[config.mk]
export PLATFORM = sky130hd
export DESIGN_NAME = fifo_counting_semaphore
export DESIGN_NICKNAME = d
export VERILOG_FILES = /design/src/design/fcs_pkg.sv /design/src/design/fcs_ram.sv /design/src/design/fifo_counting_semaphore.sv
export SDC_FILE = /design/constraint.sdc
export NUM_CORES = 2
export LEC_CHECK = 0
export BUFFER_PORTS_ARGS = -buffer_cell sky130_fd_sc_hd__buf_2
export CAP_MARGIN = 20
export CORE_MARGIN = 4
export CORE_UTILIZATION = 60
export DETAILED_ROUTE_END_ITERATION = 12
export PLACE_DENSITY = 0.81
export RECOVER_POWER = 25
export SETUP_SLACK_MARGIN = 0.1
export SYNTH_ARGS = -nofsm -noshare
export SYNTH_HDL_FRONTEND = slang
export SYNTH_SLANG_ARGS = --single-unit
[constraint.sdc]
create_clock -name clk_i -period 12.2 [get_ports clk_i]
set_clock_uncertainty 0.2 [all_clocks]
set_input_delay 1.22 -clock clk_i [delete_from_list [all_inputs] [get_ports clk_i]]
set_output_delay 1.22 -clock clk_i [all_outputs]
set_load 0.01 [all_outputs]
[src/design/fcs_pkg.sv]
// fcs_pkg: request/result structs, operation, result-kind and register codes
// for the FIFO counting semaphore. No dependencies.
`timescale 1ns / 1ps

package fcs_pkg;

  localparam int unsigned PERMIT_W  = 32;
  localparam int unsigned TAG_W     = 8;
  localparam int unsigned OP_W      = 2;
  localparam int unsigned KIND_W    = 3;
  localparam int unsigned CFG_IDX_W = 1;
  localparam int unsigned GRANT_CAP = 16;
  localparam int unsigned GRANT_CNT_W = $clog2(GRANT_CAP + 1);

  // Operation codes
  localparam logic [OP_W-1:0] OP_ACQUIRE = 2'd0;
  localparam logic [OP_W-1:0] OP_TRY     = 2'd1;
  localparam logic [OP_W-1:0] OP_RELEASE = 2'd2;
  localparam logic [OP_W-1:0] OP_CANCEL  = 2'd3;

  // Result kinds
  localparam logic [KIND_W-1:0] KIND_GRANTED  = 3'd0;
  localparam logic [KIND_W-1:0] KIND_QUEUED   = 3'd1;
  localparam logic [KIND_W-1:0] KIND_REFUSED  = 3'd2;
  localparam logic [KIND_W-1:0] KIND_FULL     = 3'd3;
  localparam logic [KIND_W-1:0] KIND_NO_GRANT = 3'd4;
  localparam logic [KIND_W-1:0] KIND_ERROR    = 3'd5;

  // Configuration register indexes
  localparam logic [CFG_IDX_W-1:0] CFG_LIMIT_ENABLED = 1'd0;
  localparam logic [CFG_IDX_W-1:0] CFG_MAX_PERMITS   = 1'd1;

  typedef struct packed {
    logic [OP_W-1:0]     op;
    logic [PERMIT_W-1:0] permits;
    logic [TAG_W-1:0]    waiter_tag;
  } req_t;

  typedef struct packed {
    logic [KIND_W-1:0]   kind;
    logic [TAG_W-1:0]    tag;
    logic [PERMIT_W-1:0] granted;
    logic [PERMIT_W-1:0] in_use;
    logic                last;
  } res_t;

endpackage

[src/design/fcs_ram.sv]
// fcs_ram: generic single-write, single-read RAM with registered read data.
// No dependencies.
`timescale 1ns / 1ps

module fcs_ram #(
  parameter int unsigned WIDTH = 40,
  parameter int unsigned DEPTH = 16
) (
  input  logic                     clk_i,
  input  logic                     we_i,
  input  logic [$clog2(DEPTH)-1:0] waddr_i,
  input  logic [WIDTH-1:0]         wdata_i,
  input  logic [$clog2(DEPTH)-1:0] raddr_i,
  output logic [WIDTH-1:0]         rdata_o
);

  logic [WIDTH-1:0] mem_q [DEPTH];
  logic [WIDTH-1:0] rdata_q;

  always_ff @(posedge clk_i) begin
    if (we_i) begin
      mem_q[waddr_i] <= wdata_i;
    end
    rdata_q <= mem_q[raddr_i];
  end

  assign rdata_o = rdata_q;

endmodule

[src/design/fifo_counting_semaphore.sv]
// fifo_counting_semaphore: top level of the FIFO-fair counting semaphore.
// Depends on fcs_pkg (types, codes) and fcs_ram (waiter queue storage).
`timescale 1ns / 1ps
//
//  channel    | ports                                  | handshake
//  -----------+----------------------------------------+------------------------------
//  request    | start, busy, req_i                     | taken when start && !busy
//  config     | cfg_valid_i, cfg_ready_o, cfg_index_i,  | write when valid && ready
//             | cfg_data_i                             | (ready always high)
//  result     | res_valid_o, res_o                     | one-cycle strobe, no stall
//
//  Acquire / try-acquire drop each dead queue-head entry in S_ACQ, then decide. Release is
//  checked in S_REL. Cancel reads each scanned entry from the RAM (S_CAN_RD, then S_CAN_CHK)
//  and reports an unknown tag from S_CAN_RD. Either then walks the head: S_SRV_DROP per dead
//  entry, S_SRV_DROP and S_SRV_CHK per grant (RAM read plus fit check on the shared
//  adder/comparator), S_SRV_DROP to finish, or S_SRV_CHK when the head waiter does not fit.
//  The waiter queue RAM's registered read port sets the grant pace. The result appears the
//  cycle after it is formed, and busy drops in the same cycle as the last result's strobe.
//  Reset clears held permits, queue pointers and live bits; the queue RAM is not
//  cleared, since an entry is only read after it was written. The receiver cannot
//  stall: every result is strobed exactly once.

module fifo_counting_semaphore #(
  parameter int unsigned QUEUE_DEPTH = 16
) (
  input  logic                                clk_i,
  input  logic                                rst_ni,
  input  logic                                start,
  output logic                                busy,
  input  fcs_pkg::req_t                       req_i,
  input  logic                                cfg_valid_i,
  output logic                                cfg_ready_o,
  input  logic [fcs_pkg::CFG_IDX_W-1:0]       cfg_index_i,
  input  logic [fcs_pkg::PERMIT_W-1:0]        cfg_data_i,
  output logic                                res_valid_o,
  output fcs_pkg::res_t                       res_o
);

  localparam int unsigned IDX_W  = $clog2(QUEUE_DEPTH);
  localparam int unsigned CNT_W  = $clog2(QUEUE_DEPTH + 1);
  localparam int unsigned PTR_W  = IDX_W + 1;
  localparam int unsigned ENTRY_W = fcs_pkg::PERMIT_W + fcs_pkg::TAG_W;
  localparam int unsigned PW     = fcs_pkg::PERMIT_W;

  typedef enum logic [6:0] {
    S_IDLE     = 7'b0000001,
    S_ACQ      = 7'b0000010,
    S_REL      = 7'b0000100,
    S_CAN_RD   = 7'b0001000,
    S_CAN_CHK  = 7'b0010000,
    S_SRV_DROP = 7'b0100000,
    S_SRV_CHK  = 7'b1000000
  } state_e;

  state_e state_q, state_d;

  // Configuration registers
  logic          limit_en_q;
  logic [PW-1:0] max_permits_q;

  // Semaphore state
  logic [PW-1:0]          held_q, held_d;
  logic [IDX_W-1:0]       head_q, head_d;
  logic [CNT_W-1:0]       count_q, count_d;
  logic [QUEUE_DEPTH-1:0] live_q, live_d;

  // Sequencer working registers
  fcs_pkg::req_t                   req_q;
  logic [IDX_W-1:0]                scan_q, scan_d;
  logic [CNT_W-1:0]                left_q, left_d;
  logic [fcs_pkg::GRANT_CNT_W-1:0] ngrant_q, ngrant_d;
  logic                            pend_valid_q, pend_valid_d;
  fcs_pkg::res_t                   pend_q, pend_d;

  // Output register
  logic          res_valid_q, res_valid_d;
  fcs_pkg::res_t res_q, res_d;

  // Queue RAM
  logic                 ram_we;
  logic [IDX_W-1:0]     ram_waddr;
  logic [IDX_W-1:0]     ram_raddr;
  logic [ENTRY_W-1:0]   ram_rdata;
  logic [PW-1:0]        ram_amt;
  logic [fcs_pkg::TAG_W-1:0] ram_tag;

  // Shared fit unit
  logic [PW-1:0] fit_p;
  logic [PW:0]   fit_sum;
  logic          fit_ok;

  // Release check
  logic [PW:0]   rel_diff;
  logic          rel_bad;

  logic [PTR_W-1:0] tail_sum;
  logic [IDX_W-1:0] tail;
  logic             head_dead;

  function automatic logic [IDX_W-1:0] wrap_inc(input logic [IDX_W-1:0] idx);
    return (idx == IDX_W'(QUEUE_DEPTH - 1)) ? '0 : idx + 1'b1;
  endfunction

  assign busy        = (state_q != S_IDLE);
  assign cfg_ready_o = 1'b1;
  assign res_valid_o = res_valid_q;
  assign res_o       = res_q;

  assign ram_amt = ram_rdata[ENTRY_W-1 -: PW];
  assign ram_tag = ram_rdata[fcs_pkg::TAG_W-1:0];

  // Fit: no 32-bit overflow, and the limit holds unless nothing is held
  assign fit_p   = (state_q == S_SRV_CHK) ? ram_amt : req_q.permits;
  assign fit_sum = {1'b0, held_q} + {1'b0, fit_p};
  assign fit_ok  = !fit_sum[PW] &&
                   (!limit_en_q || (held_q == '0) || (fit_sum[PW-1:0] <= max_permits_q));

  assign rel_diff = {1'b0, held_q} - {1'b0, req_q.permits};
  assign rel_bad  = (req_q.permits == '0) || rel_diff[PW];

  assign tail_sum = PTR_W'(head_q) + PTR_W'(count_q);
  assign tail     = (tail_sum >= PTR_W'(QUEUE_DEPTH)) ?
                    IDX_W'(tail_sum - PTR_W'(QUEUE_DEPTH)) : IDX_W'(tail_sum);

  assign head_dead = (count_q != '0) && !live_q[head_q];

  assign ram_raddr = (state_q == S_CAN_RD) ? scan_q : head_q;
  assign ram_waddr = tail;

  fcs_ram #(
    .WIDTH (ENTRY_W),
    .DEPTH (QUEUE_DEPTH)
  ) u_queue_ram (
    .clk_i   (clk_i),
    .we_i    (ram_we),
    .waddr_i (ram_waddr),
    .wdata_i ({req_q.permits, req_q.waiter_tag}),
    .raddr_i (ram_raddr),
    .rdata_o (ram_rdata)
  );

  always_comb begin
    state_d      = state_q;
    held_d       = held_q;
    head_d       = head_q;
    count_d      = count_q;
    live_d       = live_q;
    scan_d       = scan_q;
    left_d       = left_q;
    ngrant_d     = ngrant_q;
    pend_valid_d = pend_valid_q;
    pend_d       = pend_q;
    res_valid_d  = 1'b0;
    res_d        = res_q;
    ram_we       = 1'b0;

    unique case (state_q)
      S_IDLE: begin
        if (start) begin
          unique case (req_i.op)
            fcs_pkg::OP_ACQUIRE, fcs_pkg::OP_TRY: state_d = S_ACQ;
            fcs_pkg::OP_RELEASE:                  state_d = S_REL;
            fcs_pkg::OP_CANCEL: begin
              scan_d  = head_q;
              left_d  = count_q;
              state_d = S_CAN_RD;
            end
            default: state_d = S_IDLE;
          endcase
        end
      end

      S_ACQ: begin
        if (head_dead) begin
          // drop a cancelled head entry
          head_d  = wrap_inc(head_q);
          count_d = count_q - 1'b1;
        end else begin
          res_valid_d   = 1'b1;
          res_d.tag     = req_q.waiter_tag;
          res_d.granted = '0;
          res_d.in_use  = held_q;
          res_d.last    = 1'b1;
          if ((count_q == '0) && fit_ok) begin
            held_d        = fit_sum[PW-1:0];
            res_d.kind    = fcs_pkg::KIND_GRANTED;
            res_d.granted = req_q.permits;
            res_d.in_use  = fit_sum[PW-1:0];
          end else if (req_q.op == fcs_pkg::OP_TRY) begin
            res_d.kind = fcs_pkg::KIND_REFUSED;
          end else if (count_q >= CNT_W'(QUEUE_DEPTH)) begin
            res_d.kind = fcs_pkg::KIND_FULL;
          end else begin
            // enqueue at the tail
            ram_we       = 1'b1;
            live_d[tail] = 1'b1;
            count_d      = count_q + 1'b1;
            res_d.kind   = fcs_pkg::KIND_QUEUED;
          end
          state_d = S_IDLE;
        end
      end

      S_REL: begin
        if (rel_bad) begin
          res_valid_d   = 1'b1;
          res_d.kind    = fcs_pkg::KIND_ERROR;
          res_d.tag     = req_q.waiter_tag;
          res_d.granted = '0;
          res_d.in_use  = held_q;
          res_d.last    = 1'b1;
          state_d       = S_IDLE;
        end else begin
          held_d       = rel_diff[PW-1:0];
          ngrant_d     = '0;
          pend_valid_d = 1'b0;
          state_d      = S_SRV_DROP;
        end
      end

      S_CAN_RD: begin
        if (left_q == '0) begin
          // unknown tag
          res_valid_d   = 1'b1;
          res_d.kind    = fcs_pkg::KIND_ERROR;
          res_d.tag     = req_q.waiter_tag;
          res_d.granted = '0;
          res_d.in_use  = held_q;
          res_d.last    = 1'b1;
          state_d       = S_IDLE;
        end else begin
          state_d = S_CAN_CHK;
        end
      end

      S_CAN_CHK: begin
        if (live_q[scan_q] && (ram_tag == req_q.waiter_tag)) begin
          live_d[scan_q] = 1'b0;
          ngrant_d       = '0;
          pend_valid_d   = 1'b0;
          state_d        = S_SRV_DROP;
        end else begin
          scan_d  = wrap_inc(scan_q);
          left_d  = left_q - 1'b1;
          state_d = S_CAN_RD;
        end
      end

      S_SRV_DROP: begin
        if (head_dead) begin
          head_d  = wrap_inc(head_q);
          count_d = count_q - 1'b1;
        end else if ((count_q == '0) ||
                     (ngrant_q >= fcs_pkg::GRANT_CNT_W'(fcs_pkg::GRANT_CAP))) begin
          // finish: flush the held grant as last, or report no grant
          res_valid_d = 1'b1;
          if (pend_valid_q) begin
            res_d      = pend_q;
            res_d.last = 1'b1;
          end else begin
            res_d.kind    = fcs_pkg::KIND_NO_GRANT;
            res_d.tag     = req_q.waiter_tag;
            res_d.granted = '0;
            res_d.in_use  = held_q;
            res_d.last    = 1'b1;
          end
          pend_valid_d = 1'b0;
          state_d      = S_IDLE;
        end else begin
          // head address is on the RAM read port this cycle
          state_d = S_SRV_CHK;
        end
      end

      S_SRV_CHK: begin
        if (fit_ok) begin
          held_d         = fit_sum[PW-1:0];
          live_d[head_q] = 1'b0;
          head_d         = wrap_inc(head_q);
          count_d        = count_q - 1'b1;
          ngrant_d       = ngrant_q + 1'b1;
          // hold the new grant until the next one shows whether it is last
          if (pend_valid_q) begin
            res_valid_d = 1'b1;
            res_d       = pend_q;
            res_d.last  = 1'b0;
          end
          pend_valid_d   = 1'b1;
          pend_d.kind    = fcs_pkg::KIND_GRANTED;
          pend_d.tag     = ram_tag;
          pend_d.granted = ram_amt;
          pend_d.in_use  = fit_sum[PW-1:0];
          pend_d.last    = 1'b0;
          state_d        = S_SRV_DROP;
        end else begin
          res_valid_d = 1'b1;
          if (pend_valid_q) begin
            res_d      = pend_q;
            res_d.last = 1'b1;
          end else begin
            res_d.kind    = fcs_pkg::KIND_NO_GRANT;
            res_d.tag     = req_q.waiter_tag;
            res_d.granted = '0;
            res_d.in_use  = held_q;
            res_d.last    = 1'b1;
          end
          pend_valid_d = 1'b0;
          state_d      = S_IDLE;
        end
      end

      default: state_d = S_IDLE;
    endcase
  end

  // Control state
  always_ff @(posedge clk_i or negedge rst_ni) begin
    if (!rst_ni) begin
      state_q       <= S_IDLE;
      limit_en_q    <= 1'b1;
      max_permits_q <= PW'(1);
      held_q        <= '0;
      head_q        <= '0;
      count_q       <= '0;
      live_q        <= '0;
      scan_q        <= '0;
      left_q        <= '0;
      ngrant_q      <= '0;
      pend_valid_q  <= 1'b0;
      res_valid_q   <= 1'b0;
    end else begin
      state_q      <= state_d;
      held_q       <= held_d;
      head_q       <= head_d;
      count_q      <= count_d;
      live_q       <= live_d;
      scan_q       <= scan_d;
      left_q       <= left_d;
      ngrant_q     <= ngrant_d;
      pend_valid_q <= pend_valid_d;
      res_valid_q  <= res_valid_d;
      if (cfg_valid_i && cfg_ready_o) begin
        unique case (cfg_index_i)
          fcs_pkg::CFG_LIMIT_ENABLED: limit_en_q    <= cfg_data_i[0];
          fcs_pkg::CFG_MAX_PERMITS:   max_permits_q <= cfg_data_i;
          default:                    limit_en_q    <= limit_en_q;
        endcase
      end
    end
  end

  // Payload registers
  always_ff @(posedge clk_i) begin
    if (start && !busy) begin
      req_q <= req_i;
    end
    pend_q <= pend_d;
    res_q  <= res_d;
  end

endmodule
==> out/metrics.csv <==
stage,metric,value,unit
run_status,status,"complete, but fails checks",
run_status,violations,"max-capacitance violations, max-slew violations",
floorplanning,fp.dieArea,76800,um2
min_path,hold_path_depth,0,
power_and_ir_drop,leakagePower,17.4,nW
logic_synthesis,yosysUniqueCellTypes,82,
layout,num-fill-cells,4876,
timing,relSlewSlack,-71.8,%
power_and_ir_drop,power_density,236,nW/um2
global_route,grt_pass1_vias,28600,
detailed_routing,first_iter_violations,3477,
layout,area_growth,11.5,%
timing,max_freq,108,MHz
layout,drive_gt1_share,12.0,%
floorplanning,die_w,277,um
power_and_ir_drop,ir_drop,0.149,mV
timing,drv_slew,65,
logic_synthesis,synth_ff_type,edfxtp_1,
worst_setup_path,required,12.31,ns
worst_setup_path,cp_slowest_stage_delay,0.70,ns
logic_synthesis,syn-num-nets,3671,
logic_synthesis,synth_top_area_cell,edfxtp_1,
min_path,hold_path.class,register to register,
logic_synthesis,synth.area.mux_share,1.76,%
logic_synthesis,synth-warning-count,0,
floorplanning,core,71600,um2
worst_setup_path,timing.rr.end,u_queue_ram.mem_q[5][25]$_DFFE_PP_,
clocking,clock_sinks,983,
power_and_ir_drop,p_seq_share,39.2,%
logic_synthesis,synthCells,3477,
global_route,grt_use_met1,39.2,%
detailed_routing,post-route-drc-count,0,
logic_synthesis,synth_area_leaders,"edfxtp_1 (57%), dfrtp_1 (6.3%), nand2_1 (4.5%), a211oi_1 (3.7%), ha_1 (3.2%)",
global_route,top_usage_layer,met2,
timing,setup_viol_count_final,0,
worst_setup_path,ff2ff_path_depth,27,
worst_setup_path,critPathArrivalTime,9.40,ns
logic_synthesis,synth_edf_count,830,
detailed_routing,ant_nets,0,
logic_synthesis,synth-compound-area-share,13.8,%
logic_synthesis,synthXorXnorAreaFrac,1.47,%
global_route,use_met3,3.80,%
power_and_ir_drop,internal_power,0.00719,W
logic_synthesis,yosys.area_share.simple,10.9,%
clocking,htreeDepth,3,
detailed_routing,wl_per_cell,23.6,um
worst_setup_path,crit_top_cell,nand2_1,
power_and_ir_drop,clkPwrFrac,26.0,%
worst_setup_path,crit_path_start_kind,register,
detailed_routing,firstDrtPassIters,5,
worst_setup_path,critPathKind,register to register,
global_route,grt_max_degree,195,
timing,worst_pin_slew,2.58,ns
detailed_routing,vias,29400,
min_path,hold_start,u_queue_ram.rdata_o[16]$_DFF_P_,
floorplanning,die_h,277,um
global_route,grt_use_total,27.5,%
floorplanning,design.portCount,158,
detailed_routing,vias_per_cell,6.35,
clocking,clkTransAtPathRegs,0.06,ns
timing,period_minus_slack,9.29,ns
placement,dp.final_hpwl,65200,um
worst_setup_path,cp_max_fo,23,
logic_synthesis,post-synth-top-count-cell,edfxtp_1,
flow_run,max_cap_viol_count,2,
timing,finalHoldViolations,0,
power_and_ir_drop,combPwrFrac,34.8,%
logic_synthesis,yosysSeqAreaShare,65.7,%
logic_synthesis,ys_seq_elements,983,
logic_synthesis,synth_top_family_by_area,compound AO/OA/AOI/OAI gates,
clocking,cts-root-buf,clkbuf_16,
clocking,worstSkewPairLatency,0.66,ns
power_and_ir_drop,swShare,37.1,%
logic_synthesis,synthTopCellsByCount,"edfxtp_1 (830), nand2_1 (518), a21oi_1 (224)",
worst_setup_path,cpMaxStageDelayCell,nor2_4,
logic_synthesis,synth_fa_ha_area_share,3.36,%
worst_setup_path,r2r_slack,2.91,ns
clocking,ctsHoldBuffers,0,
worst_setup_path,r2r_start,state_q[3]$_DFFE_PN0P_,
worst_setup_path,endpoint_kind,register,
logic_synthesis,ys_async_sr_fraction,11.5,%
clocking,cts_resized,0,
clocking,cts_setup_buffers,0,
layout,nets,3782,
placement,gp_congestion,0.927,
floorplanning,start_util,60.7,%
timing,finalSetupTns,0,ns
global_route,grt.met2_usage,44.7,%
clocking,clock_path_buffers,3,
placement,io_buffer_count,156,
timing,fin_crit_sh,76.1,%
detailed_routing,wirelength,109000,um
logic_synthesis,yosys.area.top_type_share,57.3,%
timing,rsz0062_at_grt,no,
power_and_ir_drop,p_switching,0.00425,W
clocking,cts_tree,yes,
global_route,grt_antenna_before_repair,1,
logic_synthesis,synth.avg_cell_area,12.5,um2
global_route,grt_overflow,0,
global_route,grt_pass1_wl,166000,um
clocking,cts_made_buffers,99,
timing,hold_slack,0.236,ns
floorplanning,core.rowCount,98,
min_path,hold_path_end,pend_q[41]$_DFFE_PN_,
logic_synthesis,syn-cell-area,43500,um2
-- cell type report --
type | instances | area (um2) | share of cell area (%)
inverter | 125 | 469 | 0.968
antenna | 1 | 2.50 | 0.00516
clock inverter | 52 | 509 | 1.05
sequential | 983 | 28600 | 58.9
clock buffer | 134 | 2720 | 5.61
timing repair buffer | 213 | 1230 | 2.54
multi-input combinational | 2166 | 13800 | 28.4
tap | 950 | 1190 | 2.45
-- kinds of logic after synthesis --
group | after synthesis
adders and majority gates | 115
xor gates and xnor gates | 73
muxes | 59
AOI/OAI and AO/OA | 908
other | 1
DFF | 983
and+or+nand+nor | 1010
buffers and inverters | 328
-- power by group through the flow --
stage	sequential, W	combinational (W)	clock (W)
2_1_floorplan	0.00438	0.00284	0
3_3_place_gp	0.00453	0.00378	0
6_report	0.00448	0.00398	0.00298
4_1_cts	0.00447	0.00394	0.00302
5_1_grt	0.00451	0.00437	0.00317
3_5_place_dp	0.00454	0.00390	0
-- per-layer routing --
layer | share of wire (%) | up-vias
met3 | 8.7 | 192
met2 | 48 | 1448
li1 | - | 13300
met4 | 2.6 | 0
met5 | 0 | -
met1 | 41 | 14400
-- critical path, delay by kind of cell, from the launching register on --
family	cells	cell delay, ns
compound gates	8	2.39
fa+ha+maj	3	0.80
flops	1	0.42
simple gates	14	4.54
buf+inv	2	0.54
-- per-stage QoR --
step / std cells / setup slack, ns / util [%] / total power [W] / cell area (um2)
2_1_floorplan: 3477 / 1.73 / - / 0.00722 / 43500
3_3_place_gp: 4435 / 3.32 / 63.2 / 0.00831 / 45200
3_5_place_dp: 4436 / 3.07 / 63.2 / 0.00843 / 45300
4_1_cts: 4622 / 3.02 / 67.7 / 0.0114 / 48500
5_1_grt: 4623 / 2.37 / 67.7 / 0.0121 / 48500
6_report: 4624 / 2.91 / 67.7 / 0.0114 / 48500
-- registers in the layout (all words and copies together), names as in the netlist, 4 cells and up --
| name | count |
|---|---|
| res_o | 76 |
| u_queue_ram.mem_q | 640 |
| state_q | 7 |
| left_q | 5 |
| scan_q | 4 |
| live_q | 16 |
| count_q | 5 |
| held_q | 32 |
| u_queue_ram.rdata_o | 40 |
| pend_q | 72 |
| req_q | 42 |
| ngrant_q | 5 |
| head_q | 4 |
| max_permits_q | 32 |
-- worst max path at each step --
| stage | from | slack [ns] | depth (start not counted) | to |
|---|---|---|---|---|
| finish | state_q[3]$_DFFE_PN0P_ | 2.91 | 27 | u_queue_ram.mem_q[5][25]$_DFFE_PP_ |
| global route | state_q[3]$_DFFE_PN0P_ | 2.37 | 27 | u_queue_ram.mem_q[5][25]$_DFFE_PP_ |
| CTS | state_q[3]$_DFFE_PN0P_ | 3.02 | 27 | u_queue_ram.mem_q[5][24]$_DFFE_PP_ |
| detailed placement | state_q[3]$_DFFE_PN0P_ | 3.07 | 27 | u_queue_ram.mem_q[5][25]$_DFFE_PP_ |
| global placement | state_q[3]$_DFFE_PN0P_ | 3.32 | 27 | u_queue_ram.mem_q[5][11]$_DFFE_PP_ |
| floorplan | state_q[3]$_DFFE_PN0P_ | 1.73 | 26 | u_queue_ram.mem_q[10][0]$_DFFE_PP_ |
-- cell usage in the layout (no fill, tap or decap), types with 24 or more instances in the layout --
cell type and count:
a211oi_1 212, a21oi_1 222, a311oi_1 82, a31oi_1 96, and2_1 158, buf_2 146
buf_4 41, clkbuf_1 46, clkbuf_16 100, clkinv_2 24, dfrtp_1 110, dfxtp_1 40
edfxtp_1 830, ha_1 112, inv_1 124, mux2_2 44, nand2_1 518, nand3_1 45
nand4_1 25, nor2_1 107, nor4_1 27, o21ai_0 150, xnor2_1 42, xor2_1 31
No activity file was read; power rests on OpenSTA's default activity.
